===== config.mk =====
export PLATFORM = sky130hd
export DESIGN_NAME = circle_containment_query_top
export DESIGN_NICKNAME = d
export VERILOG_FILES = /design/src/rtl/ccq_pkg.sv /design/src/rtl/circle_containment_query_top.sv
export VERILOG_INCLUDE_DIRS = /design/src /design/src/rtl
export SDC_FILE = /design/constraint.sdc
export NUM_CORES = 2
export LEC_CHECK = 0
export ABC_AREA = 1
export BUFFER_PORTS_ARGS = -buffer_cell sky130_fd_sc_hd__buf_2
export CORE_UTILIZATION = 30
export CTS_CLUSTER_SIZE = 14
export DETAILED_ROUTE_END_ITERATION = 12
export HOLD_SLACK_MARGIN = 0.08
export PLACE_DENSITY = 0.55
export RECOVER_POWER = 50
export SLEW_MARGIN = 25
export SYNTH_ARGS = -nofsm -noshare
export SYNTH_HDL_FRONTEND = slang
export SYNTH_SLANG_ARGS = --single-unit

===== constraint.sdc =====
create_clock -name clk -period 6.75 [get_ports clk]
set_clock_uncertainty 0.15 [all_clocks]
set_input_delay 1.0125 -clock clk [delete_from_list [all_inputs] [get_ports clk]]
set_output_delay 1.0125 -clock clk [all_outputs]
set_load 0.02 [all_outputs]

===== src/rtl/assert_macros.svh =====
// Assertion macros shared by the RTL that checks itself
`ifndef ASSERT_MACROS_SVH
`define ASSERT_MACROS_SVH

// Consequent must hold in the same cycle as the antecedent
`define ASSERT_SAME(label, clk, rst_n, ante, cons, msg) \
    label: assert property (@(posedge clk) disable iff (!rst_n) (ante) |-> (cons)) \
        else $error(msg);

// Consequent must hold in the cycle after the antecedent
`define ASSERT_NEXT(label, clk, rst_n, ante, cons, msg) \
    label: assert property (@(posedge clk) disable iff (!rst_n) (ante) |=> (cons)) \
        else $error(msg);

`endif


===== src/rtl/ccq_pkg.sv =====
// Constants, types and helpers for the circle containment query block
`default_nettype none

package ccq_pkg;

    localparam int MAX_CIRCLES_DEF = 8;
    localparam int INDEX_REACH     = 8;
    localparam int IDX_W           = 3;
    localparam int CNT_W           = 4;
    localparam int COORD_W         = 16;
    localparam int RAD_W           = 24;
    localparam int RAD_FRAC        = 8;

    localparam logic OP_LOAD  = 1'b0;
    localparam logic OP_QUERY = 1'b1;

    typedef struct packed {
        logic [COORD_W-1:0] x;
        logic [COORD_W-1:0] y;
        logic [RAD_W-1:0]   r;
    } entry_t;

    // Index of the lowest set bit, zero when none is set
    function automatic logic [IDX_W-1:0] lowest_index(input logic [INDEX_REACH-1:0] m);
        logic [IDX_W-1:0] idx;
        idx = '0;
        for (int i = INDEX_REACH - 1; i >= 0; i--) begin
            if (m[i]) begin
                idx = IDX_W'(i);
            end
        end
        return idx;
    endfunction

endpackage

`default_nettype wire


===== src/rtl/circle_containment_query_top.sv =====
// Circle containment query: circle table in a synchronous RAM, scan pipeline and result output
//
// A load transfer writes one circle (centre and radius, 8 fraction bits) into the table
// and gives no result; loads to an entry at or beyond MAX_CIRCLES are dropped.
// A query transfer walks entries 0 to n-1, n being circle_count limited to MAX_CIRCLES and
// to 8, through the table's single read port at one entry per cycle; the results then
// leave the output register at one per cycle while out_ready is high: each containing
// circle in ascending order, or one result with found low when none contains the point,
// the final one marked by last. A new transfer is taken in the cycle after the final
// result leaves. Table entries have no reset and must be loaded before use; the user
// must write circle_count through cfg_wr_en only while the block is idle, as the block
// itself does not enforce this.
`default_nettype none
`include "assert_macros.svh"

module circle_containment_query_top #(
    parameter int MAX_CIRCLES = ccq_pkg::MAX_CIRCLES_DEF
) (
    input  wire  logic                              clk,
    input  wire  logic                              rst_n,
    input  wire  logic [ccq_pkg::CNT_W-1:0]         cfg_wr_data,
    input  wire  logic                              cfg_wr_en,
    input  wire  logic                              in_valid,
    output logic                                    in_ready,
    input  wire  logic                              operation,
    input  wire  logic [ccq_pkg::IDX_W-1:0]         entry_index,
    input  wire  logic signed [ccq_pkg::COORD_W-1:0] pos_x,
    input  wire  logic signed [ccq_pkg::COORD_W-1:0] pos_y,
    input  wire  logic [ccq_pkg::RAD_W-1:0]         radius,
    output logic                                    out_valid,
    input  wire  logic                              out_ready,
    output logic [ccq_pkg::IDX_W-1:0]               circle_index,
    output logic                                    found,
    output logic                                    last,
    output logic [ccq_pkg::IDX_W-1:0]               widest_index
);
    import ccq_pkg::*;

    localparam int ADDR_W = (MAX_CIRCLES > 1) ? $clog2(MAX_CIRCLES) : 1;
    localparam int SCAN_N = (MAX_CIRCLES < INDEX_REACH) ? MAX_CIRCLES : INDEX_REACH;
    localparam int DIFF_W = COORD_W + 1;
    localparam int SQ_W   = 2 * COORD_W;
    localparam int D2_W   = SQ_W + 1;
    localparam int R2_W   = 2 * RAD_W;
    localparam int SHIFT  = 2 * RAD_FRAC;
    localparam int CMP_W  = D2_W + SHIFT;

    typedef enum logic [1:0] {
        ST_IDLE,
        ST_SCAN,
        ST_EMIT
    } state_t;

    state_t              state_reg;
    logic [CNT_W-1:0]    circle_count_reg;
    logic [CNT_W-1:0]    n_reg;
    logic [CNT_W-1:0]    rd_cnt_reg;
    logic                s1_vld_reg;
    logic                s2_vld_reg;
    logic [IDX_W-1:0]    s1_idx_reg;
    logic [IDX_W-1:0]    s2_idx_reg;
    logic [SCAN_N-1:0]   mask_reg;
    logic [RAD_W-1:0]    best_r_reg;
    logic [IDX_W-1:0]    widest_reg;
    logic                out_valid_reg;
    logic [IDX_W-1:0]    circle_index_reg;
    logic                found_reg;
    logic                last_reg;

    // Table RAM and datapath registers
    entry_t              mem [MAX_CIRCLES];
    entry_t              rd_data_reg;
    logic [COORD_W-1:0]  px_reg;
    logic [COORD_W-1:0]  py_reg;
    logic [SQ_W-1:0]     dx2_reg;
    logic [SQ_W-1:0]     dy2_reg;
    logic [R2_W-1:0]     r2_reg;

    logic                in_xfer;
    logic                wr_en;
    logic                rd_en;
    logic                scan_done;
    logic [CNT_W-1:0]    n_use;
    logic [DIFF_W-1:0]   dx;
    logic [DIFF_W-1:0]   dy;
    logic [DIFF_W-1:0]   dx_neg;
    logic [DIFF_W-1:0]   dy_neg;
    logic [COORD_W-1:0]  ax;
    logic [COORD_W-1:0]  ay;
    logic [D2_W-1:0]     d2;
    logic                hit;
    logic [INDEX_REACH-1:0] hit8;
    logic [INDEX_REACH-1:0] mask8;
    logic [INDEX_REACH-1:0] pick8;
    logic [INDEX_REACH-1:0] rest8;
    logic [IDX_W-1:0]    next_idx;
    logic                next_found;
    logic                next_last;

    assign in_ready = (state_reg == ST_IDLE);
    assign in_xfer  = in_valid && in_ready;
    assign wr_en    = in_xfer && (operation == OP_LOAD) && (int'(entry_index) < MAX_CIRCLES);
    assign rd_en    = (state_reg == ST_SCAN) && (rd_cnt_reg < n_reg);
    assign scan_done = (state_reg == ST_SCAN) && (rd_cnt_reg == n_reg)
                       && !s1_vld_reg && !s2_vld_reg;
    assign n_use    = (circle_count_reg > CNT_W'(SCAN_N)) ? CNT_W'(SCAN_N) : circle_count_reg;

    // Stage one: distances from the registered table entry
    assign dx     = {px_reg[COORD_W-1], px_reg} - {rd_data_reg.x[COORD_W-1], rd_data_reg.x};
    assign dy     = {py_reg[COORD_W-1], py_reg} - {rd_data_reg.y[COORD_W-1], rd_data_reg.y};
    assign dx_neg = (~dx) + DIFF_W'(1);
    assign dy_neg = (~dy) + DIFF_W'(1);
    assign ax     = dx[COORD_W] ? dx_neg[COORD_W-1:0] : dx[COORD_W-1:0];
    assign ay     = dy[COORD_W] ? dy_neg[COORD_W-1:0] : dy[COORD_W-1:0];

    // Stage two: radius squared against scaled distance squared
    assign d2   = D2_W'(dx2_reg) + D2_W'(dy2_reg);
    assign hit  = CMP_W'(r2_reg) > (CMP_W'(d2) << SHIFT);
    assign hit8 = hit ? (INDEX_REACH'(1) << s2_idx_reg) : '0;

    // Next result from the match mask
    assign mask8      = INDEX_REACH'(mask_reg);
    assign pick8      = mask8 & ((~mask8) + INDEX_REACH'(1));
    assign rest8      = mask8 & ~pick8;
    assign next_idx   = lowest_index(mask8);
    assign next_found = |mask8;
    assign next_last  = (rest8 == '0);

    always_ff @(posedge clk)
    begin
        if (wr_en)
        begin
            mem[ADDR_W'(entry_index)] <= '{x: pos_x, y: pos_y, r: radius};
        end
        if (rd_en)
        begin
            rd_data_reg <= mem[ADDR_W'(rd_cnt_reg[IDX_W-1:0])];
        end
    end

    always_ff @(posedge clk)
    begin
        if (in_xfer && (operation == OP_QUERY))
        begin
            px_reg <= pos_x;
            py_reg <= pos_y;
        end
        dx2_reg <= SQ_W'(ax) * SQ_W'(ax);
        dy2_reg <= SQ_W'(ay) * SQ_W'(ay);
        r2_reg  <= R2_W'(rd_data_reg.r) * R2_W'(rd_data_reg.r);
    end

    always_ff @(posedge clk or negedge rst_n)
    begin
        if (!rst_n)
        begin
            state_reg        <= ST_IDLE;
            circle_count_reg <= '0;
            n_reg            <= '0;
            rd_cnt_reg       <= '0;
            s1_vld_reg       <= 1'b0;
            s2_vld_reg       <= 1'b0;
            s1_idx_reg       <= '0;
            s2_idx_reg       <= '0;
            mask_reg         <= '0;
            best_r_reg       <= '0;
            widest_reg       <= '0;
            out_valid_reg    <= 1'b0;
            circle_index_reg <= '0;
            found_reg        <= 1'b0;
            last_reg         <= 1'b0;
        end
        else
        begin
            s1_vld_reg <= rd_en;
            s1_idx_reg <= rd_cnt_reg[IDX_W-1:0];
            s2_vld_reg <= s1_vld_reg;
            s2_idx_reg <= s1_idx_reg;
            if (cfg_wr_en)
            begin
                circle_count_reg <= cfg_wr_data;
            end
            unique case (state_reg)
                ST_IDLE:
                begin
                    if (in_xfer && (operation == OP_QUERY))
                    begin
                        state_reg  <= ST_SCAN;
                        n_reg      <= n_use;
                        rd_cnt_reg <= '0;
                        mask_reg   <= '0;
                        widest_reg <= '0;
                    end
                end
                ST_SCAN:
                begin
                    if (rd_en)
                    begin
                        rd_cnt_reg <= rd_cnt_reg + CNT_W'(1);
                    end
                    // Keep the first entry with the largest radius
                    if (s1_vld_reg && ((s1_idx_reg == '0) || (rd_data_reg.r > best_r_reg)))
                    begin
                        best_r_reg <= rd_data_reg.r;
                        widest_reg <= s1_idx_reg;
                    end
                    if (s2_vld_reg)
                    begin
                        mask_reg <= mask_reg | SCAN_N'(hit8);
                    end
                    if (scan_done)
                    begin
                        state_reg        <= ST_EMIT;
                        out_valid_reg    <= 1'b1;
                        circle_index_reg <= next_idx;
                        found_reg        <= next_found;
                        last_reg         <= next_last;
                        mask_reg         <= SCAN_N'(rest8);
                    end
                end
                ST_EMIT:
                begin
                    if (out_ready)
                    begin
                        if (last_reg)
                        begin
                            out_valid_reg <= 1'b0;
                            state_reg     <= ST_IDLE;
                        end
                        else
                        begin
                            circle_index_reg <= next_idx;
                            found_reg        <= next_found;
                            last_reg         <= next_last;
                            mask_reg         <= SCAN_N'(rest8);
                        end
                    end
                end
                default:
                begin
                    state_reg <= ST_IDLE;
                end
            endcase
        end
    end

    assign out_valid    = out_valid_reg;
    assign circle_index = circle_index_reg;
    assign found        = found_reg;
    assign last         = last_reg;
    assign widest_index = widest_reg;

    `ASSERT_SAME(a_no_input_while_output, clk, rst_n, in_ready, !out_valid_reg,
        "input accepted while a result is pending")
    `ASSERT_NEXT(a_idle_after_last, clk, rst_n, out_valid && out_ready && last, in_ready,
        "block not idle after final result")
    `ASSERT_SAME(a_miss_is_last, clk, rst_n, out_valid && !found, last,
        "empty result not marked last")
    `ASSERT_SAME(a_read_in_range, clk, rst_n, rd_en, int'(rd_cnt_reg) < SCAN_N,
        "table read beyond entries in use")

endmodule

`default_nettype wire


==> impl_metrics.ini <==
[worst_setup_path]
startpoint_type = register
crit_required_ns = 7.15
max_stage_delay_ns = 0.57
cp_common_cell = fa_1
end_kind = register
r2r.worst_path.cells = 35
worstSetupPathType = reg2reg
slowest_stage = fa_1
critPathMaxFanout = 6
cp_data_arrival_time_ns = 7.82

[final_layout]
final_cell_mix = 1386 x inv_1, 834 x nand2_1, 717 x fa_1
fin_cells = 10100
largest_reg_flops = 448
drive_gt1_frac = 0.209
layout.nets = 8633
final_common_cell = inv_1
area_growth_pct = 24.7
postLayoutCoreUtil = 0.377

[synthesis]
yosysWarnings = 0
synth_compound_area_frac = 0.0728
synthMuxAreaShare = 0.000184
synthFlopType = edfxtp_1
syn-num-nets = 7857
postSynthCellCount = 6542
yosys_register_bits = 708
async_flop_share = 0.0890
yosys.area.top_type = edfxtp_1
synth.top_cell.area_share = 0.263
yosys.area_share.xor_xnor = 0.0271
synthTopCellsByArea = edfxtp_1 26%, fa_1 24%, ha_1 10%
avgSynthCellArea_sq_um = 9.37
synthAdderAreaFrac = 0.346
synth-edff-count = 536
ys_seq_area_frac = 0.324
synth_area_sq_um = 61300
synthDistinctLibCells = 63
synthSimpleGateAreaFrac = 0.126
synth_top_family_by_area = adder cells

[die]
die_area_sq_um = 206000
die_w_um = 454
die_height_um = 454
ios = 79
fp-row-count = 165
initial_core_util = 0.303
coreArea_sq_um = 203000

[route]
avgRoutedWirePerCell_um = 15.4
vias = 45000
drc = 0
drt-vias-per-instance = 4.47
antenna_left = 0
routed_wl_mm = 155
dr.first_iter.drc_count = 2389
drtPass1Iterations = 9

[timing]
rsz0062_at_grt = true
finalMaxSlewViolations = 162
setup_viol = 67
finalWorstSetupSlack_ns = -0.678
fin_crit_sh = 1.10
final_hold_viol_count = 0
worst_pin_slew_ns = 3.57
relSlewSlack = -1.38
period_minus_slack_ns = 7.43
fmax_ghz = 0.135

[cts]
cts.clk_slew.worst_paths_ns = 0.09
clk_latency_ns = 0.69
hold_buffers = 0
cts_tree = built
cts_sinks = 708
clockRootBuffer = clkbuf_16
clock_path_buffers = 3
htree_levels = 3
cts_made_buffers = 75

[run_status]
violations = max-capacitance violations, max-slew violations, negative setup slack
status = finished with violations

[placed_design]
port_buffers = 78
gp_congestion = 0.867
dpl_worst_slack_ns = -0.787
place_inst = 9790
post-dp-hpwl_mm = 116

[run]
drv_cap = 3

[worst_hold_path]
hp-class = reg2reg
hold_depth = 0

[global_routing]
grt_pass1_vias = 46900
grt_max_degree = 176
grt_pass1_wl_mm = 248
antenna_found_initial = 14
grt_usage = 0.150
overflow = 0
-- Yosys cell counts, types with 3 or more instances --
cell,number
nand3b_1,7
clkinv_1,3
nor2_2,10
a21oi_1,229
a21o_1,20
buf_6,4
nor3b_1,3
o31ai_1,4
edfxtp_1,536
xor2_4,4
a211oi_1,4
buf_1,9
xnor2_2,5
o21bai_1,14
o21a_1,15
or2_2,8
xnor2_1,70
clkbuf_1,158
buf_4,6
nor2_4,4
ha_1,498
buf_2,13
nand4_1,33
nand3_1,115
o21ai_1,9
dfrtp_1,63
nand2_1,937
xor2_1,94
nand2_2,13
a31oi_1,68
nor2_1,745
a221oi_1,3
o211ai_1,10
o21ai_2,3
dfxtp_1,109
fa_1,748
nor4_1,11
o21ai_0,352
nor3_1,33
inv_1,1462
o22ai_1,59
inv_2,20
-- worst paths after layout --
check	from	end	slack, ns
worst max-delay path	rd_data_reg[24]	dy2_reg[27]	-0.68
worst min-delay path	s1_idx_reg[2]	s2_idx_reg[2]	0.24
max in group asynchronous	rst_n	best_r_reg[20]	2.92
worst max register to register	rd_data_reg[24]	dy2_reg[27]	-0.68
min in group asynchronous	rst_n	circle_index[2]	1.47
worst min register to register	s1_idx_reg[2]	s2_idx_reg[2]	0.24
-- layout make-up --
type                            count  area [sq um]
Antenna cell                        4          10.0
Clock buffer                       90          1940
Clock inverter                     48           512
Fill cell                       20100        126000
Inverter                         1485          5630
Multi-Input combinational cell   4159         37900
Sequential cell                   708         19900
Tap cell                         2672          3340
Timing Repair Buffer              888          7220
Timing Repair inverter              1          6.26
-- cell families (layout without fill, tap and decap cells) --
kind of cell	after synthesis	count (layout)
AOI/OAI and AO/OA	807	807
xor gates and xnor gates	175	175
adders and majority gates	1246	1246
buffers and inverters	1675	2512
DFF	708	708
muxes	1	1
other	0	4
and+or+nand+nor	1930	1930
-- metrics by stage --
stage | hold slack (ns) | setup TNS, ns | instance area [sq um]
4_1_cts | 0.249 | -15.50 | 74200
5_1_grt | 0.272 | -48.66 | 76400
3_5_place_dp | 0.239 | -23.28 | 70300
3_3_place_gp | 0.247 | -21.30 | 70300
2_1_floorplan | 0.196 | -2.63 | 61800
6_report | 0.238 | -25.43 | 76400
-- critical path: cells and delay by family (launching register included) --
kind            cells  cell delay (ns)
flops               1             0.38
xor+xnor            2             0.31
fa+ha+maj           9             3.84
buf+inv             6             0.57
simple gates       12             1.03
compound gates      6             1.01
-- metal layers --
metal | global-route usage | share of wire | vias up | wire [um]
met5 | 0 | 0.00050 | - | 78
li1 | - | - | 22000 | -
met1 | 0.200 | 0.46 | 22100 | 70700
met4 | 0.0389 | 0.019 | 12 | 2910
met2 | 0.256 | 0.49 | 689 | 75300
met3 | 0.0190 | 0.038 | 181 | 5850
-- what timing repair did --
item / 4_1_cts / 5_1_grt
gates resized for setup: 241 / 421
pin swaps: 95 / 189
endpoints found under the hold margin: 0 / 0
endpoints found under the setup margin: 56 / 66
setup buffers: 62 / 58
cloned: 0 / 7
Power is left out: the tool's default activity adds up to more than one toggle a clock period on the data nets, which glitch-free logic cannot reach.
